`src/rtl/mfs_pkg.sv`:
```
// ----------------------------------------------------------------------------
// mfs_pkg: shared types and constants of the max frequency stack
// Operation and status codes, the per-cycle command of the cell chain and
// an elaboration helper for the push value reduction.
// ----------------------------------------------------------------------------
package mfs_pkg;

  // widths fixed by the stream payload
  localparam int VAL_IN_W  = 10;
  localparam int STATUS_W  = 2;
  localparam int TDATA_W   = 16;

  // operation carried in tuser on the input side
  typedef enum logic {
    OP_PUSH = 1'b0,
    OP_POP  = 1'b1
  } op_e;

  // status carried in tuser on the output side
  typedef enum logic [STATUS_W-1:0] {
    ST_POPPED = 2'd0,
    ST_EMPTY  = 2'd1,
    ST_FULL   = 2'd2
  } status_e;

  // command broadcast to every cell of the chain
  typedef struct packed {
    logic push;
    logic pop;
  } cmd_t;

  // number of compare-subtract steps that bring an input value below vc
  function automatic int red_steps(int vc);
    int n;
    n = 0;
    for (int i = 0; i < 32; i++) begin
      if ((longint'(vc) << i) <= longint'((1 << VAL_IN_W) - 1)) begin
        n = i + 1;
      end
    end
    return n;
  endfunction

endpackage

```
`src/rtl/mfs_cell.sv`:
```
// ----------------------------------------------------------------------------
// mfs_cell: one slot of the sorted entry chain
// Holds one (value, count) entry. On push it keeps its entry, takes the new
// one or takes its upper neighbor's; on pop it takes its lower neighbor's.
// ----------------------------------------------------------------------------
module mfs_cell #(
  parameter int VAL_W = 10,
  parameter int CNT_W = 7
) (
  input  logic             clk_i,
  input  logic             rst_ni,
  input  mfs_pkg::cmd_t    cmd_i,
  input  logic [VAL_W-1:0] new_val_i,
  input  logic [CNT_W-1:0] new_cnt_i,
  // neighbor toward the top of the chain
  input  logic             prev_greater_i,
  input  logic             prev_valid_i,
  input  logic [VAL_W-1:0] prev_val_i,
  input  logic [CNT_W-1:0] prev_cnt_i,
  // neighbor toward the bottom of the chain
  input  logic             next_valid_i,
  input  logic [VAL_W-1:0] next_val_i,
  input  logic [CNT_W-1:0] next_cnt_i,
  output logic             greater_o,
  output logic             valid_o,
  output logic [VAL_W-1:0] val_o,
  output logic [CNT_W-1:0] cnt_o
);

  logic             valid_q, valid_d;
  logic [VAL_W-1:0] val_q, val_d;
  logic [CNT_W-1:0] cnt_q, cnt_d;
  logic             load;

  // entry ranks above the new one: keep it in place
  assign greater_o = valid_q && (cnt_q > new_cnt_i);

  // next entry selection
  always_comb begin
    valid_d = valid_q;
    val_d   = val_q;
    cnt_d   = cnt_q;
    load    = 1'b0;
    if (cmd_i.pop) begin
      valid_d = next_valid_i;
      val_d   = next_val_i;
      cnt_d   = next_cnt_i;
      load    = 1'b1;
    end else if (cmd_i.push && !greater_o) begin
      load = 1'b1;
      if (prev_greater_i) begin
        valid_d = 1'b1;
        val_d   = new_val_i;
        cnt_d   = new_cnt_i;
      end else begin
        valid_d = prev_valid_i;
        val_d   = prev_val_i;
        cnt_d   = prev_cnt_i;
      end
    end
  end

  // valid flag
  always_ff @(posedge clk_i or negedge rst_ni) begin
    if (!rst_ni) begin
      valid_q <= 1'b0;
    end else begin
      valid_q <= valid_d;
    end
  end

  // entry payload
  always_ff @(posedge clk_i) begin
    if (load) begin
      val_q <= val_d;
      cnt_q <= cnt_d;
    end
  end

  assign valid_o = valid_q;
  assign val_o   = val_q;
  assign cnt_o   = cnt_q;

endmodule

```
`config.mk`:
```
export PLATFORM = sky130hd
export DESIGN_NAME = mfs_cell
export DESIGN_NICKNAME = d
export VERILOG_FILES = /design/src/rtl/mfs_pkg.sv /design/src/rtl/mfs_cell.sv
export SDC_FILE = /design/constraint.sdc
export NUM_CORES = 1
export LEC_CHECK = 0
export BUFFER_PORTS_ARGS = -buffer_cell sky130_fd_sc_hd__buf_4
export CORE_MARGIN = 3
export CORE_UTILIZATION = 44
export DETAILED_ROUTE_END_ITERATION = 6
export PLACE_DENSITY = 0.84
export SLEW_MARGIN = 20
export SYNTH_ARGS = -nofsm -noshare
export SYNTH_HDL_FRONTEND = slang
export SYNTH_SLANG_ARGS = --single-unit
```
`constraint.sdc`:
```
create_clock -name clk_i -period 5.8 [get_ports clk_i]
set_clock_uncertainty 0.1 [all_clocks]
set_input_delay 1.16 -clock clk_i [delete_from_list [all_inputs] [get_ports clk_i]]
set_output_delay 1.16 -clock clk_i [all_outputs]
set_load 0.05 [all_outputs]
```
==> results by group, run 1 <==
Outcome
  • Status: complete, no violations

Clocking
  • Clock slew seen by the registers of the worst setup and hold paths: 0.11 ns
  • CTS-repair resized insts: 0
  • CTS H-Tree Depth: 1
  • CTS tree: yes
  • Root Driver: clkbuf_4
  • Num CTS Buffers: 3
  • CTS Sinks: 18
  • CTS Buffer Depth: 2
  • Clk_lat worst skew: 0.29 ns
  • Hold Buf Count CTS: 0
  • Setup bufs post-CTS: 0

STA
  • Tcrit/Tclk final: 62.5%
  • Min Tclk post-route: 3.62 ns
  • Peak Freq: 276 MHz
  • Unrepaired setup endpoints after global routing: no
  • Fin. max-slew vios: 0
  • Slew @ Worst Pin: 0.692 ns
  • Final Hold Slack: 0.512 ns
  • Setup violators final: 0
  • Total negative slack: 0 ns
  • Hold Vio Cnt, Final: 0
  • Worst setup margin: 2.18 ns
  • Relative slew slack: 53.9%

Pwr
  • Pwr dens: 234 nW/um^2
  • Tot Pwr: 0.000404 W
  • Leak: 0.866 nW
  • Worst vdd ir: 0.159 mV

Job
  • Max Cap Viol: 0

Synth
  • Synth Register Bits: 18
  • Post-synthesis sequential area ratio: 47.7%
  • Syn_area_per_cell: 10.5 sq um
  • Synth Warn #: 0
  • Area share of the largest cell type after synthesis: 45.4%
  • Synth unique cells: 21
  • Post-synth top area cell: edfxtp_1
  • Syn_nets: 172
  • Mapped Area: 1120 sq um
  • Ranking of synthesized cells by area: edfxtp_1 45%, mux2i_1 15%, ha_1 7.8%
  • Post-Syn Instances: 107

Critical path
  • Critical path launch point: new_cnt_i[2]
  • R2R depth: 5
  • CP Launch Type: primary input
  • Crit end category: output pin
  • Worst path arrival time: 2.36 ns
  • CP max stage delay: 0.32 ns
  • RR Startpoint: cnt_o[2]
  • WP data required: 4.54 ns
  • Critical path class: in2out
  • Reg2reg end: val_o[1]
  • Reg2reg setup slack: 3.51 ns
  • Slowest CP cell: ha_1
  • CP cell instances: buf_4, inv_1, ha_1, a21oi_1, a21oi_2, o221ai_2, inv_1, buf_4
  • Worst-path fanout max: 3

Die
  • Die area: 3200 sq um
  • DIE HEIGHT: 56.5 um
  • Area of the core: 2320 sq um
  • Die W: 56.5 um
  • Number of core rows: 17
  • Number of I/O pins: 77
  • Starting Density: 48.5%

Global route
  • First-pass GRT wire length: 4.61 mm
  • GRT overflow: 0
  • Pin count of the biggest net entering global routing: 38
  • Tot GR Track Use: 18.5%
  • Vias in the first global route: 1079
  • Initial antenna violation count: 0

Drt
  • Vias post-DR: 1051
  • Pre-Repair DR Iteration Count: 4
  • Final ANT Viol Nets: 0
  • Vias/cell: 5.03
  • DRC errors left: 0
  • Avg WL per Cell: 14.3 um
  • DR iter-0 viols: 16
  • Post-Route WL: 2.99 mm

Placement
  • Place WS: 2.18 ns
  • Gpl congestion: 0.751
  • Detailed Place HPWL: 2.43 mm
  • Inst Count DP: 205
  • I/O Buffers: 76

Finish
  • Fin nets: 247
  • Final Non-Filler Cells: 209
  • Diodes inserted: 0
  • Share of layout cells above drive strength 1: 45.9%
  • Syn-to-layout area delta: 53.2%

Worst hold path
  • Worst hold stages: 2
  • Min-Delay Path Class: reg2reg
  • Hold_sp: valid_o
  • Hold Path Sink: valid_o
-- worst max-delay path, delay by kind of cell --
kind / cells / cell delay [ns]
AOI/OAI and AO/OA: 3 / 0.49
adders and majority gates: 1 / 0.32
buffers and inverters: 4 / 0.40
-- flip-flops by register name, indices dropped and copies added (netlist names) --
register,count
valid_o,1
cnt_o,7
val_o,10
-- metal layers --
layer  wire, um  up-vias  GRT usage (%)  share of wire [%]
met5          0        -              0                  0
met4         21        0           6.10               0.70
met3        259        2           4.37                8.7
met2       1590       43           34.3                 53
met1       1130      472           20.3                 38
li1           -      534              -                  -
-- stage by stage --
stage / utilization (%) / instance area, sq um
CTS: 74.3 / 1720
floorplan: - / 1120
global placement: 72.7 / 1690
detailed placement: 72.7 / 1690
finish: 74.3 / 1720
global route: 74.3 / 1720
-- power by group --
group          total (W)  switching, W  internal [W]  leakage, nW
logic           0.000157     0.0000955     0.0000618        0.660
clock network  0.0000784     0.0000401     0.0000382       0.0210
registers       0.000168    0.00000719      0.000161        0.185
-- cells in the mapped netlist (all sizes together) --
cell type  instances
a21oi              6
nor2               3
edfxtp            17
ha                 7
o221ai             1
nand3b             1
nand2             18
nand3              1
clkbuf             2
inv                8
nor2b              1
buf                4
dfrtp              1
nand4              1
mux2i             17
o21ai             18
a21o               1
-- how the worst max path moves through the flow --
stage,endpoint,slack (ns)
detailed placement,greater_o,2.18
global placement,greater_o,2.22
finish,greater_o,2.18
CTS,greater_o,2.17
floorplan,greater_o,2.33
global route,greater_o,2.07
-- placed cells by master (no fill, tap or decap), types with 3 or more instances in the layout --
cell type  synthesis  routed
buf_4              0      76
nand2_1           18      18
mux2i_1           17      17
edfxtp_1          17      17
o21ai_0           14      14
inv_1              8       8
ha_1               7       7
a21oi_1            5       5
o21ai_1            4       4
nor2_1             3       3
clkbuf_4           0       3
-- area by class of cell --
class	instances	area, sq um
flip-flops and latches	18	536
repair buffers	76	571
well taps	28	35.0
clock buffers	4	36.3
fillers	173	597
multi-input cells	75	514
inverters	8	30.0
-- cell families after synthesis --
logic type	synth area share, %
AO/OA/AOI/OAI	13.0
buffers and inverters	6.57
adder cells (fa/ha/maj)	7.79
flip-flops	47.7
AND/OR/NAND/NOR	9.80
multiplexers	15.1
Note: power is estimated with default switching activity, not from simulation.
==> run 2: changes to the inputs <==
- ABC_AREA: not set -> 1
- CORE_UTILIZATION: 44 -> 37
- PLACE_DENSITY: 0.84 -> 0.76
- clock period: 5.8 -> 2.9 ns (I/O delays scaled with it)
==> run 2 against run 1 <==
Critical path depth unchanged. Sequential power up 98%. Cell area rose by 1.2%. Combinational power is 100% higher.
==> results by group, run 2 <==
Outcome
  • Status: complete, no violations

Synth
  • Syn_area_per_cell: 8.12 sq um (-23%)
  • Ys flop type: edfxtp_1
  • Synth cell count leaders: 35 x nand2_1, 26 x a21oi_1, 17 x edfxtp_1
  • Syn_nets: 204 (+19%)
  • Compound-gate portion of the synthesized area: 17.1% (+4.0 points)
  • Post-synthesis xor/xnor area fraction: 0% (unchanged)
  • Synth Register Bits: 18 (unchanged)
  • Post-synthesis adder-cell area fraction: 7.76% (-0.035 points)
  • Synth unique cells: 17 (-19%)
  • Ranking of synthesized cells by area: edfxtp_1 45%, nand2_1 12%, a21oi_1 12%
  • Mapped Area: 1130 sq um (+0.45%)
  • Async set-reset flop share out of synthesis: 5.56% (unchanged)
  • EDFF count, synth: 17 (unchanged)
  • Synth Warn #: 0 (unchanged)
  • Post-synthesis sequential area ratio: 47.5% (-0.21 points)
  • Post-synthesis mux area share: 0% (-15 points)
  • Post-Syn Instances: 139 (+30%)
  • Largest family of logic cells by synthesized area: simple AND/OR/NAND/NOR gates
  • Cell with the most instances after synthesis: nand2_1
  • Post-synth top area cell: edfxtp_1
  • Post-Synth Simple-Gate Area: 19.6% (+9.8 points)
  • Area share of the largest cell type after synthesis: 45.2% (-0.20 points)

STA
  • Total negative slack: 0 ns (unchanged)
  • Worst setup margin: 0.572 ns (-1.60 ns)
  • Slew @ Worst Pin: 0.414 ns (-0.277 ns)
  • Unrepaired setup endpoints after global routing: no
  • Tcrit/Tclk final: 80.3%
  • Hold Vio Cnt, Final: 0 (unchanged)
  • Setup violators final: 0 (unchanged)
  • Relative slew slack: 72.3% (+18 points)
  • Fin. max-slew vios: 0 (unchanged)
  • Min Tclk post-route: 2.33 ns
  • Peak Freq: 430 MHz
  • Final Hold Slack: 0.473 ns (-0.0390 ns)

Pwr
  • Gate power share: 41.0% (+2.0 points)
  • Clk pwr share: 16.0% (-3.4 points)
  • Sw frac: 36.4% (+0.96 points)
  • Pwr dens: 443 nW/um^2 (+89%)
  • Worst vdd ir: 0.326 mV (+110%)
  • Leak: 0.881 nW (+1.7%)
  • P_sw: 0.000280 W (+96%)
  • Seq pwr share: 43.0% (+1.4 points)
  • Internal power: 0.000491 W (+88%)

Global route
  • Pin count of the biggest net entering global routing: 25 (-34%)
  • Initial antenna violation count: 0 (unchanged)
  • Tot GR Track Use: 17.1% (-1.4 points)
  • Vias in the first global route: 1136 (+5.3%)
  • First-pass GRT wire length: 4.79 mm (+3.9%)
  • GRT overflow: 0 (unchanged)

Clocking
  • Setup bufs post-CTS: 0 (unchanged)
  • CTS tree: yes
  • CTS H-Tree Depth: 1 (unchanged)
  • CTS Sinks: 18 (unchanged)
  • Clock slew seen by the registers of the worst setup and hold paths: 0.11 ns (about the same)
  • Root Driver: clkbuf_4
  • Num CTS Buffers: 3 (unchanged)
  • CTS Buffer Depth: 2 (unchanged)
  • Clk_lat worst skew: 0.29 ns (about the same)

Drt
  • Post-Route WL: 3.22 mm (+7.4%)
  • Vias post-DR: 1188 (+13%)
  • DR iter-0 viols: 53 (+37)
  • Final ANT Viol Nets: 0 (unchanged)
  • Vias/cell: 4.85 (-3.6%)
  • Avg WL per Cell: 13.1 um (-8.3%)
  • Pre-Repair DR Iteration Count: 4 (unchanged)
  • DRC errors left: 0 (unchanged)

Critical path
  • R2R depth: 8 (+3)
  • WP data required: 2.22 ns (-2.32 ns)
  • Reg2reg end: val_o[6]
  • Crit end category: output pin
  • RR Startpoint: cnt_o[4]
  • Critical path class: reg2out
  • Worst-path fanout max: 2 (-1)
  • Reg2reg setup slack: 0.93 ns (-2.58 ns)
  • CP Launch Type: flop
  • Worst path arrival time: 1.65 ns (-0.71 ns)

Die
  • Die W: 61.2 um (+8.3%)
  • Number of I/O pins: 77 (unchanged)
  • Area of the core: 2830 sq um (+22%)
  • Die area: 3750 sq um (+17%)
  • Number of core rows: 19 (+2)
  • Starting Density: 39.9% (-8.6 points)
  • DIE HEIGHT: 61.2 um (+8.3%)

Finish
  • Syn-to-layout area delta: 54.3%
  • Most frequent cells in the layout: 76 x buf_4, 35 x nand2_1, 26 x a21oi_1, 17 x edfxtp_1, 13 x nor2_1
  • Max FFs per register: 10 (unchanged)
  • Final Non-Filler Cells: 245 (+17%)
  • Fin nets: 280 (+13%)
  • Share of layout cells above drive strength 1: 41.6% (-4.3 points)
  • Fill cell count: 239 (+38%)
  • Final design utilization: 61.6% (-13 points)
  • Commonest non-fill, non-tap cell in the layout: buf_4
  • Diodes inserted: 0 (unchanged)

Worst hold path
  • Hold_sp: valid_o
  • Min-Delay Path Class: reg2reg
  • Hold Path Sink: valid_o
  • Worst hold stages: 2 (unchanged)

Placement
  • Place WS: 0.581 ns (-1.59 ns)
  • I/O Buffers: 76 (unchanged)
  • Inst Count DP: 240 (+17%)
  • Detailed Place HPWL: 2.55 mm (+5.1%)
  • Gpl congestion: 0.733 (-2.4%)

Job
  • Max Cap Viol: 0 (unchanged)
-- run 2: cells by family (layout without fill, tap and decap cells) --
| logic type | after synthesis | after routing |
|---|---|---|
| compound gates | 38 | 38 |
| fa+ha+maj | 7 | 7 |
| buf+inv | 21 | 96 |
| flops | 18 | 18 |
| simple gates | 55 | 55 |
-- run 2: per-stage QoR --
stage               instance area (sq um)  power (W)
finish                               1740   0.000772
global route                         1740   0.000820
CTS                                  1740   0.000780
detailed placement                   1710   0.000655
global placement                     1710   0.000648
floorplan                            1130   0.000530
-- run 2: final cells by class --
class                      instances  area (sq um)  area share (%)
clock buffer                       3          22.5            1.29
clock inverter                     1          3.75           0.216
inverter                          15          58.8            3.38
multi-input combinational        100           502            28.8
sequential                        18           536            30.7
tap                               31          38.8            2.23
timing repair buffer              77           581            33.3
-- run 2: timing repair --
item | in CTS | in global routing
gates resized for setup | 0 | 0
hold buffers | 1 | 0
setup endpoints to repair | 0 | 0
hold endpoints to repair | 1 | 0
-- run 2: how the worst max path moves through the flow --
stage          depth (start not counted)    startpoint         to
3_3_place_gp                          10  new_cnt_i[6]  greater_o
3_5_place_dp                          10  new_cnt_i[6]  greater_o
4_1_cts                                7      cnt_o[2]  greater_o
2_1_floorplan                          7      cnt_o[6]  greater_o
6_report                               8      cnt_o[4]  greater_o
5_1_grt                                8      cnt_o[4]  greater_o
-- run 2: critical path, cell delays in order, from the launching register on --
cell      delay (ns)
edfxtp_1        0.43
ha_1            0.31
nand2_1         0.07
nand2_1         0.06
a21oi_1         0.12
nand2_1         0.08
nand2_2         0.08
inv_1           0.04
buf_4           0.18
-- run 2: power groups by stage --
stage	clock network [W]	logic, W	registers [W]
after CTS	0.000129	0.000319	0.000333
after floorplan	0	0.0000950	0.000435
after detailed placement	0	0.000317	0.000338
final	0.000124	0.000316	0.000332
after global routing	0.000142	0.000342	0.000336
after global placement	0	0.000311	0.000337
-- run 2: routing by layer --
layer	global-route usage [%]	wire, um	part of all wire (%)	vias to the layer above
met3	2.94	131	4.1	6
met4	4.64	53	1.6	0
li1	-	-	-	619
met2	32.8	1820	57	36
met1	19.1	1210	38	527
met5	0	0	0	-
==> run 3: changes to the inputs <==
- ABC_AREA: 1 -> 0
- clock period: 2.9 -> 2 ns (I/O delays scaled with it)
==> run 3 against run 2 <==
The run now ends with negative setup slack left. Sequential share of layout area is 2.1 points lower. Final cell count is 12% lower. Sequential power is 48% higher. Hold slack worse by 0.19 ns. Total power is 59% higher. Critical path type unchanged. Highest routed layer unchanged.
==> results by group, run 3 (synthesis gave the netlist of run 1 again) <==
Global route
  • Pin count of the biggest net entering global routing: 38 (+52%)
  • Initial antenna violation count: 0 (unchanged)
  • First-pass GRT wire length: 4.75 mm (-0.71%)
  • GRT overflow: 0 (unchanged)
  • Tot GR Track Use: 17.1% (+0.045 points)
  • Vias in the first global route: 1103 (-2.9%)

Drt
  • DR iter-0 viols: 14 (-74%)
  • Final ANT Viol Nets: 0 (unchanged)
  • Pre-Repair DR Iteration Count: 4 (unchanged)
  • Vias/cell: 5.02 (+3.5%)
  • Avg WL per Cell: 14.3 um (+9.0%)
  • Vias post-DR: 1079 (-9.2%)
  • Post-Route WL: 3.08 mm (-4.4%)
  • DRC errors left: 0 (unchanged)

Job
  • Max Cap Viol: 0 (unchanged)

Clocking
  • CTS Buffer Depth: 2 (unchanged)
  • Root Driver: clkbuf_4
  • Clk_lat worst skew: 0.28 ns (about the same)
  • CTS tree: yes
  • Num CTS Buffers: 3 (unchanged)
  • CTS Sinks: 18 (unchanged)
  • CTS H-Tree Depth: 1 (unchanged)
  • Clock slew seen by the registers of the worst setup and hold paths: 0.09 ns (-0.02 ns)

Critical path
  • Worst path top cell family by delay: flip-flops
  • CP Launch Type: flop
  • Worst Path Buf+Inv: 2 (unchanged)
  • WP data required: 1.50 ns (-0.72 ns)
  • Worst path arrival time: 1.67 ns (+0.02 ns)
  • CP max stage delay: 0.45 ns (+0.02 ns)
  • Crit end category: output pin
  • Critical path class: reg2out
  • Slowest CP cell: edfxtp_1
  • Worst-path fanout max: 3 (+1)
  • Reg2reg setup slack: 0.12 ns (-0.81 ns)
  • CP cell instances: ha_4, nand2_1, o21ai_2, o221ai_4, inv_4, buf_8

Finish
  • Finished Cell Area: 1870 sq um (+7.3%)
  • Most frequent cells in the layout: 77 x buf_4, 18 x nand2_1, 17 x mux2i_1, 17 x edfxtp_1, 14 x o21ai_0
  • Fill cell count: 233 (-2.5%)
  • Diodes inserted: 0 (unchanged)
  • Final Non-Filler Cells: 215 (-12%)
  • Max FFs per register: 10 (unchanged)
  • Syn-to-layout area delta: 66.4%
  • Fin nets: 250 (-11%)
  • Share of layout cells above drive strength 1: 51.6% (+10 points)
  • Commonest non-fill, non-tap cell in the layout: buf_4

STA
  • Tcrit/Tclk final: 108%
  • Final Hold Slack: 0.284 ns (-0.189 ns)
  • Worst setup margin: -0.169 ns (-0.741 ns)
  • Fin. max-slew vios: 0 (unchanged)
  • Hold Vio Cnt, Final: 0 (unchanged)
  • Min Tclk post-route: 2.17 ns
  • Setup violators final: 1 (+1)
  • Slew @ Worst Pin: 0.314 ns (-0.101 ns)
  • Relative slew slack: 79.1% (+6.8 points)
  • Peak Freq: 461 MHz
  • Unrepaired setup endpoints after global routing: yes

Worst hold path
  • Min-Delay Path Class: in2reg

Pwr
  • Leak: 0.884 nW (+0.38%)
  • Worst vdd ir: 0.345 mV (+5.9%)
  • Pwr dens: 656 nW/um^2 (+48%)

Die
  • Die area: 3730 sq um (-0.41%)
  • Number of core rows: 19 (unchanged)
  • Starting Density: 39.7% (-0.18 points)
  • DIE HEIGHT: 61.1 um (-0.20%)
  • Number of I/O pins: 77 (unchanged)
  • Area of the core: 2830 sq um (unchanged)
  • Die W: 61.1 um (-0.20%)

Placement
  • I/O Buffers: 76 (unchanged)
  • Gpl congestion: 0.849 (+16%)
  • Detailed Place HPWL: 2.55 mm (-0.20%)
  • Placed instance area: 1790 sq um (+4.9%)
  • Inst Count DP: 208 (-13%)

Outcome
  • Failing checks: negative setup slack
  • Status: finished with violations
run 3: cell types whose count changed in the layout (fill, tap and decap cells not counted), moves of 2 or more:
cell,delta
mux2i_1,+17
inv_2,-4
o21ai_1,-7
ha_4,+5
nor2_1,-10
nand2_1,-17
ha_1,-5
nand2_2,-4
a21oi_1,-23
inv_1,-3
a21oi_2,+2
o21ai_0,+13
run 3: cell type report:
type / instances / area, sq um / area share [%]
multi-input combinational: 75 / 623 / 33.3
timing repair buffer: 79 / 603 / 32.3
sequential: 18 / 536 / 28.6
tap: 31 / 38.8 / 2.07
clock buffer: 4 / 36.3 / 1.94
inverter: 8 / 32.5 / 1.74
run 3: final timing paths:
path / depth (start not counted) / from / endpoint
max in group asynchronous: 2 / rst_ni / valid_o
min in group asynchronous: 2 / rst_ni / valid_o
hold reg to reg: 2 / valid_o / valid_o
hold / removal: 3 / next_val_i[2] / val_o[2]
setup reg to reg: 5 / cnt_o[4] / cnt_o[6]
setup / recovery: 6 / cnt_o[6] / greater_o
run 3: worst register-to-register path: stages, from the launching register on:
cell,delay [ns]
edfxtp_1,0.44
ha_4,0.25
a21oi_1,0.19
o21ai_2,0.09
o221ai_4,0.22
a21o_4,0.29
run 3: per-stage QoR:
step	worst slack, ns	util [%]	power [W]	setup TNS (ns)
after floorplan	-0.0800	-	0.000818	-1.36
after global placement	-0.0124	63.2	0.000992	-0.0955
after detailed placement	-0.0514	63.2	0.00101	-0.914
after CTS	-0.206	65.1	0.00123	-0.206
after global routing	-0.252	66.1	0.00129	-0.252
final	-0.169	66.1	0.00123	-0.169
run 3: repair_timing:
action,4_1_cts,5_1_grt
buffers inserted,0,2
endpoints found under the setup margin,1,1
pin swaps,0,0
hold buffers,1,0
gates resized for setup,2,2
hold endpoints to repair,1,0
run 3: power by group:
group	leakage, nW	switching, W	internal, W	total [W]
logic	0.678	0.000299	0.000222	0.000521
registers	0.185	0.0000244	0.000466	0.000490
clock network	0.0210	0.000105	0.000111	0.000216
total	0.884	0.000428	0.000798	0.00123
run 3: layer usage:
metal	track usage (%)	wire length, um	up-vias	share of wire [%]
met5	0	0	-	0
met4	8.98	76	0	2.5
met3	0.629	109	6	3.5
met2	33.8	1770	34	58
met1	17.9	1120	503	36
li1	-	-	536	-
